**config.mk**
```make
export PLATFORM = sky130hd
export DESIGN_NAME = nmea_sentence_parser_core
export DESIGN_NICKNAME = d
export VERILOG_FILES = /design/src/sv/nmea_pkg.sv /design/src/sv/nmea_sentence_parser_core.sv
export SDC_FILE = /design/constraint.sdc
export NUM_CORES = 1
export LEC_CHECK = 0
export CAP_MARGIN = 20
export CORE_MARGIN = 2
export CORE_UTILIZATION = 25
export CTS_CLUSTER_DIAMETER = 60
export CTS_CLUSTER_SIZE = 12
export DETAILED_ROUTE_END_ITERATION = 6
export DONT_BUFFER_PORTS = 1
export SETUP_SLACK_MARGIN = 0.4
export SYNTH_ARGS = -nofsm -noshare
export SYNTH_HDL_FRONTEND = slang
export SYNTH_SLANG_ARGS = --single-unit
```
**constraint.sdc**
```tcl
create_clock -name clk_i -period 16.75 [get_ports clk_i]
set_clock_uncertainty 0.15 [all_clocks]
set_input_delay 3.35 -clock clk_i [delete_from_list [all_inputs] [get_ports clk_i]]
set_output_delay 3.35 -clock clk_i [all_outputs]
set_load 0.02 [all_outputs]
```
**src/sv/nmea_pkg.sv**
```systemverilog
package nmea_pkg;

  // kind of a result transaction, carried on tuser
  typedef enum logic [1:0] {
    KIND_HEADER  = 2'd0,
    KIND_FIELD   = 2'd1,
    KIND_SEP     = 2'd2,
    KIND_VERDICT = 2'd3
  } item_kind_e;

  // end-of-line verdict
  typedef enum logic [2:0] {
    ST_OK           = 3'd0,
    ST_NO_DOLLAR    = 3'd1,
    ST_CKS_MISMATCH = 3'd2,
    ST_TOO_LONG     = 3'd3,
    ST_TOO_MANY     = 3'd4
  } line_status_e;

  // register index on the apb port (paddr[2])
  localparam logic REG_MAX_PAYLOAD = 1'b0;

  // reset value of the payload length limit
  localparam logic [7:0] MAX_PAYLOAD_RESET = 8'd80;

  // ascii characters of interest
  localparam logic [7:0] CH_DOLLAR = 8'h24;
  localparam logic [7:0] CH_LF     = 8'h0A;
  localparam logic [7:0] CH_CR     = 8'h0D;
  localparam logic [7:0] CH_STAR   = 8'h2A;
  localparam logic [7:0] CH_COMMA  = 8'h2C;

  // one result item
  typedef struct packed {
    item_kind_e   kind;
    logic [7:0]   char_value;
    logic [4:0]   field_number;
    logic [7:0]   char_offset;
    line_status_e line_status;
    logic         checksum_present;
    logic [7:0]   computed_checksum;
    logic [5:0]   field_total;
    logic         last;
  } result_t;

  // hex digit decode: bit 4 is valid, bits 3:0 the value
  function automatic logic [4:0] hex_digit(input logic [7:0] c);
    logic [4:0] r;
    r = 5'd0;
    if (c >= 8'h30 && c <= 8'h39) begin
      r = {1'b1, 4'(c - 8'h30)};
    end else if (c >= 8'h41 && c <= 8'h46) begin
      r = {1'b1, 4'(c - 8'h37)};
    end else if (c >= 8'h61 && c <= 8'h66) begin
      r = {1'b1, 4'(c - 8'h57)};
    end
    return r;
  endfunction

endpackage

```
**src/sv/nmea_sentence_parser_core.sv**
```systemverilog
// channel   | dir | handshake                    | payload
// ----------+-----+------------------------------+-------------------------------------------
// s_axis    | in  | s_axis_tvalid/s_axis_tready  | tdata[7:0] line_byte
// m_axis    | out | m_axis_tvalid/m_axis_tready  | tdata char..total, tuser kind, tlast last
// apb       | in  | psel/penable/pwrite, pready  | reg 0 at 0x0: max_payload_length[7:0]
//
// one input byte per cycle unless stalled; a body byte releases the oldest of four held-back bytes
// at newline the input stalls while up to four released bytes and then the verdict go out,
// one result per cycle through the shared release logic while the output queue has room
// results go through a two-entry output queue, so the input keeps flowing while one waits
// asynchronous active-low reset clears all control state and sets the limit to 80
module nmea_sentence_parser_core #(
  parameter int TALKER_LENGTH   = 2,
  parameter int SENTENCE_LENGTH = 3,
  parameter int MAX_FIELDS      = 32
) (
  input  logic        clk_i,
  input  logic        rst_ni,
  // stream in
  input  logic        s_axis_tvalid,
  output logic        s_axis_tready,
  input  logic [7:0]  s_axis_tdata,   // [7:0] line_byte
  // stream out
  output logic        m_axis_tvalid,
  input  logic        m_axis_tready,
  // [7:0] char_value, [12:8] field_number, [20:13] char_offset, [23:21] line_status,
  // [24] checksum_present, [32:25] computed_checksum, [38:33] field_total, [39] zero
  output logic [39:0] m_axis_tdata,
  output logic [1:0]  m_axis_tuser,   // [1:0] item_kind
  output logic        m_axis_tlast,
  // configuration
  input  logic        psel,
  input  logic        penable,
  input  logic        pwrite,
  input  logic [2:0]  paddr,
  input  logic [31:0] pwdata,
  output logic [31:0] prdata,
  output logic        pready
);
  import nmea_pkg::*;

  localparam int HDR_LEN = TALKER_LENGTH + SENTENCE_LENGTH;
  localparam int HPW     = $clog2(HDR_LEN + 1);
  localparam int CFW     = $clog2(MAX_FIELDS);

  localparam logic [1:0] PH_IDLE    = 2'd0;
  localparam logic [1:0] PH_BODY    = 2'd1;
  localparam logic [1:0] PH_DISCARD = 2'd2;
  localparam logic [1:0] PH_FLUSH   = 2'd3;

  logic [1:0]     phase_q, phase_d;
  logic [7:0]     hb_q [4];
  logic [7:0]     hb_d [4];
  logic [2:0]     hb_cnt_q, hb_cnt_d;
  logic [7:0]     xor_q, xor_d;
  logic [7:0]     pcnt_q, pcnt_d;
  logic [HPW-1:0] hp_q, hp_d;
  logic [CFW-1:0] cf_q, cf_d;
  logic [7:0]     fco_q, fco_d;
  line_status_e   err_q, err_d;
  logic [7:0]     max_len_q;
  logic [2:0]     fl_left_q, fl_left_d;
  logic           cks_present_q, cks_present_d;
  logic           cks_ok_q, cks_ok_d;
  logic [7:0]     cks_val_q, cks_val_d;

  result_t        fifo_q [2];
  logic [1:0]     fcnt_q;
  logic           push_ok, pop, push, wr_slot;
  result_t        push_data;
  logic           accept;

  // release of the oldest held-back byte
  logic [7:0]     rel_b, rel_xor, rel_pcnt, rel_fco;
  line_status_e   rel_err;
  logic [HPW-1:0] rel_hp;
  logic [CFW-1:0] rel_cf;
  result_t        rel_res;

  always_comb begin
    rel_b   = hb_q[0];
    rel_xor = xor_q ^ rel_b;
    rel_err = err_q;
    if (pcnt_q >= max_len_q && err_q == ST_OK) begin
      rel_err = ST_TOO_LONG;
    end
    rel_pcnt = (pcnt_q == 8'hFF) ? pcnt_q : pcnt_q + 8'd1;
    rel_hp   = hp_q;
    rel_cf   = cf_q;
    rel_fco  = fco_q;
    rel_res  = '0;
    rel_res.char_value = rel_b;
    if (hp_q < HPW'(HDR_LEN)) begin
      rel_res.kind        = KIND_HEADER;
      rel_res.char_offset = 8'(hp_q);
      rel_hp              = hp_q + 1'b1;
    end else if (rel_b == CH_COMMA) begin
      if (cf_q == CFW'(MAX_FIELDS - 1)) begin
        if (rel_err == ST_OK) begin
          rel_err = ST_TOO_MANY;
        end
      end else begin
        rel_cf = cf_q + 1'b1;
      end
      rel_fco              = 8'd0;
      rel_res.kind         = KIND_SEP;
      rel_res.field_number = 5'(rel_cf);
    end else begin
      rel_res.kind         = KIND_FIELD;
      rel_res.field_number = 5'(cf_q);
      rel_res.char_offset  = fco_q;
      rel_fco              = (fco_q == 8'hFF) ? fco_q : fco_q + 8'd1;
    end
  end

  // newline: strip cr, find a star checksum
  logic [2:0] nl_n0, nl_n1, nl_len;
  logic       nl_star;
  logic [4:0] nl_hi, nl_lo;

  always_comb begin
    nl_n0 = hb_cnt_q;
    nl_n1 = nl_n0;
    if (nl_n0 != 3'd0 && hb_q[2'(nl_n0 - 3'd1)] == CH_CR) begin
      nl_n1 = nl_n0 - 3'd1;
    end
    nl_star = (nl_n1 >= 3'd3) && (hb_q[2'(nl_n1 - 3'd3)] == CH_STAR);
    nl_hi   = hex_digit(hb_q[2'(nl_n1 - 3'd2)]);
    nl_lo   = hex_digit(hb_q[2'(nl_n1 - 3'd1)]);
    nl_len  = nl_star ? nl_n1 - 3'd3 : nl_n1;
  end

  // verdict items
  result_t verdict_res, nodollar_res;
  logic    cks_match;

  always_comb begin
    cks_match = !cks_present_q || (cks_ok_q && cks_val_q == xor_q);
    verdict_res                   = '0;
    verdict_res.kind              = KIND_VERDICT;
    verdict_res.line_status       = cks_match ? err_q : ST_CKS_MISMATCH;
    verdict_res.checksum_present  = cks_present_q;
    verdict_res.computed_checksum = xor_q;
    verdict_res.field_total       = (pcnt_q > 8'(HDR_LEN)) ?
                                    6'({1'b0, cf_q} + 1'b1) : 6'd0;
    verdict_res.last              = 1'b1;
    nodollar_res                  = '0;
    nodollar_res.kind             = KIND_VERDICT;
    nodollar_res.line_status      = ST_NO_DOLLAR;
    nodollar_res.last             = 1'b1;
  end

  assign accept        = s_axis_tvalid && s_axis_tready;
  assign push_ok       = (fcnt_q != 2'd2);
  assign s_axis_tready = push_ok && (phase_q != PH_FLUSH);

  // line sequencing
  always_comb begin
    logic clear_line;
    logic take_rel;
    clear_line    = 1'b0;
    take_rel      = 1'b0;
    phase_d       = phase_q;
    hb_d          = hb_q;
    hb_cnt_d      = hb_cnt_q;
    xor_d         = xor_q;
    pcnt_d        = pcnt_q;
    hp_d          = hp_q;
    cf_d          = cf_q;
    fco_d         = fco_q;
    err_d         = err_q;
    fl_left_d     = fl_left_q;
    cks_present_d = cks_present_q;
    cks_ok_d      = cks_ok_q;
    cks_val_d     = cks_val_q;
    push          = 1'b0;
    push_data     = rel_res;

    unique case (phase_q)
      PH_IDLE: begin
        if (accept) begin
          if (s_axis_tdata == CH_DOLLAR) begin
            clear_line = 1'b1;
            phase_d    = PH_BODY;
          end else if (s_axis_tdata == CH_LF) begin
            push      = 1'b1;
            push_data = nodollar_res;
          end else begin
            phase_d = PH_DISCARD;
          end
        end
      end
      PH_DISCARD: begin
        if (accept && s_axis_tdata == CH_LF) begin
          push       = 1'b1;
          push_data  = nodollar_res;
          clear_line = 1'b1;
          phase_d    = PH_IDLE;
        end
      end
      PH_BODY: begin
        if (accept) begin
          if (s_axis_tdata != CH_LF) begin
            if (hb_cnt_q == 3'd4) begin
              take_rel = 1'b1;
              hb_d[3]  = s_axis_tdata;
            end else begin
              hb_d[2'(hb_cnt_q)] = s_axis_tdata;
              hb_cnt_d           = hb_cnt_q + 3'd1;
            end
          end else begin
            fl_left_d     = nl_len;
            cks_present_d = nl_star;
            cks_ok_d      = nl_hi[4] & nl_lo[4];
            cks_val_d     = {nl_hi[3:0], nl_lo[3:0]};
            phase_d       = PH_FLUSH;
          end
        end
      end
      PH_FLUSH: begin
        if (push_ok) begin
          if (fl_left_q != 3'd0) begin
            take_rel  = 1'b1;
            fl_left_d = fl_left_q - 3'd1;
          end else begin
            push       = 1'b1;
            push_data  = verdict_res;
            clear_line = 1'b1;
            phase_d    = PH_IDLE;
          end
        end
      end
      default: phase_d = PH_IDLE;
    endcase

    // shift out the oldest byte as payload
    if (take_rel) begin
      push    = 1'b1;
      xor_d   = rel_xor;
      pcnt_d  = rel_pcnt;
      hp_d    = rel_hp;
      cf_d    = rel_cf;
      fco_d   = rel_fco;
      err_d   = rel_err;
      hb_d[0] = hb_q[1];
      hb_d[1] = hb_q[2];
      hb_d[2] = hb_q[3];
    end

    if (clear_line) begin
      for (int i = 0; i < 4; i++) begin
        hb_d[i] = 8'd0;
      end
      hb_cnt_d = 3'd0;
      xor_d    = 8'd0;
      pcnt_d   = 8'd0;
      hp_d     = '0;
      cf_d     = '0;
      fco_d    = 8'd0;
      err_d    = ST_OK;
    end
  end

  // line state registers
  always_ff @(posedge clk_i or negedge rst_ni) begin
    if (!rst_ni) begin
      phase_q       <= PH_IDLE;
      for (int i = 0; i < 4; i++) begin
        hb_q[i] <= 8'd0;
      end
      hb_cnt_q      <= 3'd0;
      xor_q         <= 8'd0;
      pcnt_q        <= 8'd0;
      hp_q          <= '0;
      cf_q          <= '0;
      fco_q         <= 8'd0;
      err_q         <= ST_OK;
      fl_left_q     <= 3'd0;
      cks_present_q <= 1'b0;
      cks_ok_q      <= 1'b0;
      cks_val_q     <= 8'd0;
    end else begin
      phase_q       <= phase_d;
      hb_q          <= hb_d;
      hb_cnt_q      <= hb_cnt_d;
      xor_q         <= xor_d;
      pcnt_q        <= pcnt_d;
      hp_q          <= hp_d;
      cf_q          <= cf_d;
      fco_q         <= fco_d;
      err_q         <= err_d;
      fl_left_q     <= fl_left_d;
      cks_present_q <= cks_present_d;
      cks_ok_q      <= cks_ok_d;
      cks_val_q     <= cks_val_d;
    end
  end

  // two-entry output queue
  assign pop     = (fcnt_q != 2'd0) && m_axis_tready;
  assign wr_slot = (fcnt_q == 2'd1) && !pop;

  always_ff @(posedge clk_i or negedge rst_ni) begin
    if (!rst_ni) begin
      fcnt_q <= 2'd0;
    end else begin
      fcnt_q <= fcnt_q + {1'b0, push} - {1'b0, pop};
    end
  end

  // head entry takes a new item into an empty head, else moves up on a pop
  always_ff @(posedge clk_i) begin
    if (push && !wr_slot) begin
      fifo_q[0] <= push_data;
    end else if (pop) begin
      fifo_q[0] <= fifo_q[1];
    end
    if (push && wr_slot) begin
      fifo_q[1] <= push_data;
    end
  end

  assign m_axis_tvalid = (fcnt_q != 2'd0);
  assign m_axis_tuser  = fifo_q[0].kind;
  assign m_axis_tlast  = fifo_q[0].last;
  assign m_axis_tdata  = {1'b0,
                          fifo_q[0].field_total,
                          fifo_q[0].computed_checksum,
                          fifo_q[0].checksum_present,
                          fifo_q[0].line_status,
                          fifo_q[0].char_offset,
                          fifo_q[0].field_number,
                          fifo_q[0].char_value};

  // configuration register
  always_ff @(posedge clk_i or negedge rst_ni) begin
    if (!rst_ni) begin
      max_len_q <= MAX_PAYLOAD_RESET;
    end else if (psel && penable && pwrite && pready && paddr[2] == REG_MAX_PAYLOAD) begin
      max_len_q <= pwdata[7:0];
    end
  end

  assign pready = 1'b1;
  assign prdata = (paddr[2] == REG_MAX_PAYLOAD) ? {24'd0, max_len_q} : 32'd0;

`ifndef SYNTHESIS
  // a verdict always closes the line
  a_verdict_idles: assert property (@(posedge clk_i) disable iff (!rst_ni)
    (push && push_data.last) |=> (phase_q == PH_IDLE))
    else $error("verdict pushed without returning to idle");

  // hold-back line never overfills
  a_hb_bound: assert property (@(posedge clk_i) disable iff (!rst_ni)
    hb_cnt_q <= 3'd4)
    else $error("hold-back count out of range");

  // flush never releases more than was held back
  a_flush_bound: assert property (@(posedge clk_i) disable iff (!rst_ni)
    (phase_q == PH_FLUSH) |-> (fl_left_q <= hb_cnt_q))
    else $error("flush length exceeds hold-back count");

  // queue never takes an item while full
  a_no_overflow: assert property (@(posedge clk_i) disable iff (!rst_ni)
    (fcnt_q == 2'd2) |-> !push)
    else $error("push into full output queue");
`endif

endmodule

```
Word level (Yosys, flattened, before mapping)
Memories as Yosys holds them, arrays and structs flattened.
Index checks and enable logic that the tools add are counted.

word-level totals
  output and inout bits = 78
  input bits = 50
  RAM bits = 84
  memories = 1
  register bits after elaboration = 95

cells by class
  bitwise operators = 10
  equal/unequal tests = 30
  mux-type cells = 117
  add/subtract/negate cells = 19
  reductions and logical operators = 51
  order comparisons = 22

memory list
  name    words  bits a word  read ports  clocked after Yosys merged registers in  wr ports  RTL line                         RTL
  fifo_q  2      42           2           0                                        1         nmea_sentence_parser_core.sv:67  result_t fifo_q [2];

operators by type and width
  cell                   number
  $mux W42               8
  $mux W8                23
  $mux W32               4
  $pmux W42 S3           1
  $mux W3                22
  $bmux W8 S2            4
  $mux W5                12
  $mux W24               2
  $reduce_or A42 Y1      1
  $bwmux W32             1
  $ge A8 B7 Y1 const B   4
  $le A8 B7 Y1 const B   4
  $eq A8 B6 Y1 const B   3
  $mux W1                23
  $logic_and A1 B1 Y1    21
  $mux W2                10
  $ne A2 B2 Y1 const B   9
  $add A8 B1 Y8 const B  2
  $demux W8 S2           1
  $eq A8 B4 Y1 const B   2
  $eq A8 B8 Y1 const B   2
  $ge A8 B6 Y1 const B   2
  $le A8 B6 Y1 const B   2
  $sub A4 B3 Y4 const B  4
  other kinds (47)       82

Longest topological paths before layout
  depth after elaboration = 19
  depth in mapped cells = 21
  mapped depth without buffers = 17

Least setup slack after synthesis
Ideal clock, no wire load.

  kind = input -> register
  start point = input s_axis_tdata[0]
  end point = memory fifo_q[0][42] in the netlist's numbering (enable)
  path buffers = 1
  stages = 8
  setup slack = 8.742 ns
  setup time = 0.493 ns
  required time = 16.107 ns
  arrival = 7.364 ns
  cell sequence = nor4_1 > nand2_1 > nor3_1 > nor2_1 > clkbuf_1 > nand2_1 > inv_1 > nor3_1

between the ends
  cells in the longest elaborated chain, start to end = 11
  elaborated cells on any way between the ends = 25

RTL lines
  what                                                                       RTL line                                                                                              RTL
  start, declared                                                            nmea_sentence_parser_core.sv:22                                                                       input logic [7:0] s_axis_tdata,
  $eq A8 B4 Y1                                                               nmea_sentence_parser_core.sv:185, nmea_sentence_parser_core.sv:194
  $mux W1                                                                    nmea_sentence_parser_core.sv:185                                                                      end else if (s_axis_tdata == CH_LF) begin
  $mux W1                                                                    nmea_sentence_parser_core.sv:182                                                                      if (s_axis_tdata == CH_DOLLAR) begin
  $mux W1                                                                    nmea_sentence_parser_core.sv:181                                                                      if (accept) begin
  $pmux W1 S3                                                                nmea_sentence_parser_core.sv:179                                                                      unique case (phase_q)
  $mux W1 *                                                                  nmea_sentence_parser_core.sv:237                                                                      if (take_rel) begin
  $logic_and A1 B1 Y1, on equally long branches                              nmea_sentence_parser_core.sv:318, nmea_sentence_parser_core.sv:313
  $mux W1, on equally long branches                                          nmea_sentence_parser_core.sv:318, nmea_sentence_parser_core.sv:313
  $mux W1, on equally long branches                                          nmea_sentence_parser_core.sv:319, nmea_sentence_parser_core.sv:314, nmea_sentence_parser_core.sv:316
  $reduce_or A42 Y1 (no source line) / $or A1 B1 Y1 (equally long branches)  n/a
  $mux W1 (no source line)                                                   n/a
  end, declared                                                              nmea_sentence_parser_core.sv:67

Mark *: on every way between the ends. The rest lies on a longest branch, timed or not.

Worst setup path in the final report
  start point = input paddr[2]
  end point = output prdata[0]

between the ends
  cells in the longest elaborated chain, start to end = 1

RTL lines
  what             RTL line                          RTL
  start, declared  nmea_sentence_parser_core.sv:35   input logic [2:0] paddr,
  $mux W8          nmea_sentence_parser_core.sv:345  assign prdata = (paddr[2] == REG_MAX_PAYLOAD) ? {24'd0, max_len_q} : 32'd0;
  end, declared    nmea_sentence_parser_core.sv:37   output logic [31:0] prdata,

No other way between the ends.

==> results_dict.tcl <==
set metrics [dict create \
    min_period_ns 7.16 \
    globalRouteTotalUtil 0.121 \
    critical_path.max_stage_delay_ns 0.31 \
    sequential_cell_area_um2 4900 \
    syn-instance-count 998 \
    synth-warning-count 0 \
    post_cts_buffers 0 \
    synthFlopType "sky130_fd_sc_hd__dfrtp_1" \
    crit_path_start_kind "primary input" \
    clk_transition_reported_paths_ns 0.07 \
    antennaDiodeCount 0 \
    ant_nets 0 \
    report.final.setup_viol 0 \
    final_core_utilization 0.271 \
    max-cap-violations 0 \
    vdd.ir_drop.worst_mv 0.0673 \
    floorplan_core_area_um2 41900 \
    cts_hold_repair.buffers 0 \
    finalMaxSlewViolations 0 \
    dieHeight_um 210 \
    grt_first_pass_wirelength_um 42000 \
    tritoncts "yes" \
    drt-pass1-iter-count 7 \
    grt_pass1_vias 7235 \
    rsz0062_at_grt "false" \
    timing.slew.headroom 0.317 \
    mean_area_per_synthesized_cell_um2 10.6 \
    final_net_count 1021 \
    grt_overflow 0 \
    grtUsageMet2 0.184 \
    endpoint_kind "primary output" \
    cp.arrival_ns 3.66 \
    synth-edff-count 84 \
    yosysTopAreaCellShare 0.238 \
    leakage_nw 4.53 \
    worstSkewPairLatency_ns 0.43 \
    num_rows 75 \
    grt_util_met3 0.0253 \
    htree_levels 4 \
    worstHoldPathType "reg2reg" \
    die_area_um2 44000 \
    yosys.cell_types.count 92 \
    setup-tns-final_ns 0 \
    outcome "completed" \
    route.detailed.wl_per_inst_um 17.7 \
    wl_um 26400 \
    worstPathBufferInverterCount 0 \
    ios 128 \
    width_of_the_die_um 210 \
    initial_utilization 0.253 \
    worstSetupPathType "in2out" \
    routed-via-count 7442 \
    dp_hpwl_um 19000 \
    dr.first_iter.drc_count 692 \
    cell_family_with_most_cp_delay "simple AND/OR/NAND/NOR gates" \
    mostFrequentLayoutCell "sky130_fd_sc_hd__nor2_1" \
    drcViolationCount 0 \
    path_cells "nor2b_1" \
    async_reset_ff_frac 0.531 \
    postSynthRegisterBits 179 \
    fillerInstances 4325 \
    synth_top_cells_by_area "sky130_fd_sc_hd__edfxtp_1 (24%), sky130_fd_sc_hd__dfrtp_1 (22%), sky130_fd_sc_hd__buf_4 (4.7%), sky130_fd_sc_hd__ha_1 (3.9%), sky130_fd_sc_hd__nor2_1 (3.7%)" \
    cts_made_buffers 17 \
    post-synth-top-area-cell "sky130_fd_sc_hd__edfxtp_1" \
    critical-path-slowest-cell "sky130_fd_sc_hd__nor2b_1" \
    cts_root_buf "sky130_fd_sc_hd__clkbuf_16" \
    multiInputGateArea_um2 4950 \
    dpl_cell_area_um2 10700 \
    cts.path.max_buffers 2 \
    design_area_um2 11400 \
    maxClockFrequency_mhz 140 \
    routability_congestion 0.883 \
    postCtsResizedCells 0 \
    synth.yosys.seq_area_share 0.463 \
    critical_path_peak_fanout 9 \
    share_of_post_route_cells_with_drive_strength_above_1 0.130 \
    antenna_found_initial 0 \
    cts_sinks 179 \
    critical_path_required_ns 13.25 \
    largest_net_degree_at_the_start_of_global_routing 96 \
    number_of_buffer_cells_added_on_primary_ports 0 \
    grt_use_met1 0.174 \
    globalRoute.busiestLayer "met2" \
    drt-vias-per-instance 4.99 \
    finalHoldViolCount 0 \
    timing_worst_slew_pin_value_ns 1.02 \
    area_delta_synth_final_pct 7.26 \
    power_per_cell_area_nw_per_um2 113 \
    netlist_area_before_placement_um2 10600 \
    most_frequent_cells_in_the_layout "sky130_fd_sc_hd__nor2_1 (104), sky130_fd_sc_hd__dfrtp_1 (93), sky130_fd_sc_hd__edfxtp_1 (84), sky130_fd_sc_hd__nand2_1 (69)" \
    post-route-period-util 0.428 \
]
-- cell type report --
cell class / instances / share of cell area
sequential: 179 / 0.431
timing repair buffer: 9 / 0.00595
inverter: 38 / 0.0126
tap: 539 / 0.0594
clock buffer: 17 / 0.0374
multi-input combinational: 693 / 0.436
clock inverter: 15 / 0.0177
-- sequential cells by signal (all words and copies together), names as in the netlist --
| signal | count |
|---|---|
| cks_present_q | 1 |
| cf_q | 5 |
| hb_q | 24 |
| xor_q | 8 |
| rel_b | 8 |
| pcnt_q | 8 |
| cks_ok_q | 1 |
| fl_left_q | 3 |
| err_q | 3 |
| hb_cnt_q | 3 |
| hp_q | 3 |
| fcnt_q | 2 |
| max_len_q | 8 |
| phase_q | 2 |
| fco_q | 8 |
| cks_val_q | 8 |
| fifo_q | 84 |
-- where the power goes --
part / switching [W] / internal [W]
Sequential: 0.0000856 / 0.000533
Clock: 0.000210 / 0.000206
Combinational: 0.000158 / 0.0000885
-- routing by layer --
| metal | vias to the layer above | wire (um) |
|---|---|---|
| li1 | 3443 | - |
| met1 | 3714 | 12600 |
| met2 | 256 | 11700 |
| met3 | 29 | 1740 |
| met4 | 0 | 418 |
| met5 | - | 0 |
-- cell usage after synthesis, types with 7 or more instances --
master,number
sky130_fd_sc_hd__a21o_1,28
sky130_fd_sc_hd__a21oi_1,38
sky130_fd_sc_hd__a221oi_1,10
sky130_fd_sc_hd__a32oi_1,15
sky130_fd_sc_hd__and2_1,16
sky130_fd_sc_hd__and3_1,17
sky130_fd_sc_hd__buf_1,7
sky130_fd_sc_hd__buf_4,67
sky130_fd_sc_hd__clkbuf_1,29
sky130_fd_sc_hd__dfrtp_1,93
sky130_fd_sc_hd__edfxtp_1,84
sky130_fd_sc_hd__ha_1,33
sky130_fd_sc_hd__inv_1,37
sky130_fd_sc_hd__mux2_2,30
sky130_fd_sc_hd__mux2i_1,18
sky130_fd_sc_hd__mux4_2,17
sky130_fd_sc_hd__nand2_1,69
sky130_fd_sc_hd__nand3_1,16
sky130_fd_sc_hd__nand4_1,10
sky130_fd_sc_hd__nor2_1,104
sky130_fd_sc_hd__nor2b_1,13
sky130_fd_sc_hd__nor3_1,15
sky130_fd_sc_hd__nor4_1,8
sky130_fd_sc_hd__o21ai_0,15
sky130_fd_sc_hd__o21ai_1,38
sky130_fd_sc_hd__xnor2_1,22
sky130_fd_sc_hd__xor2_1,11
-- metrics by stage --
step / setup slack, ns / hold slack, ns / instances / power, W
after detailed placement: 9.59 / 0.344 / 1456 / 0.000872
after global routing: 9.58 / 0.382 / 1490 / 0.00134
after global placement: 9.58 / 0.327 / 1456 / 0.000868
final: 9.59 / 0.355 / 1490 / 0.00128
after floorplan: 8.74 / 0.305 / 1022 / 0.000841
after CTS: 9.59 / 0.359 / 1488 / 0.00129
-- path summary, 6_finish.rpt --
kind | startpoint | to | slack [ns] | cells after the start
min in group asynchronous | rst_ni | max_len_q[0] | 2.46 | 0
setup / recovery | paddr[2] | prdata[0] | 9.59 | 1
hold / removal | fco_q[4] | fco_q[4] | 0.35 | 1
max in group asynchronous | rst_ni | max_len_q[6] | 13.77 | 0
setup reg to reg | hb_cnt_q[0] | cks_val_q[0] | 10.08 | 16
hold reg to reg | fco_q[4] | fco_q[4] | 0.35 | 1
-- cell families (layout without fill, tap and decap cells) --
logic type,after synthesis,count (layout),synth area share
multiplexers,66,66,0.0861
buffers and inverters,150,79,0.0797
XOR/XNOR,33,33,0.0273
flip-flops,179,179,0.463
adder cells (fa/ha/maj),33,33,0.0390
AO/OA/AOI/OAI,221,221,0.152
other,2,26,0.000709
AND/OR/NAND/NOR,314,314,0.153
Power figures use the tool's default switching activity.
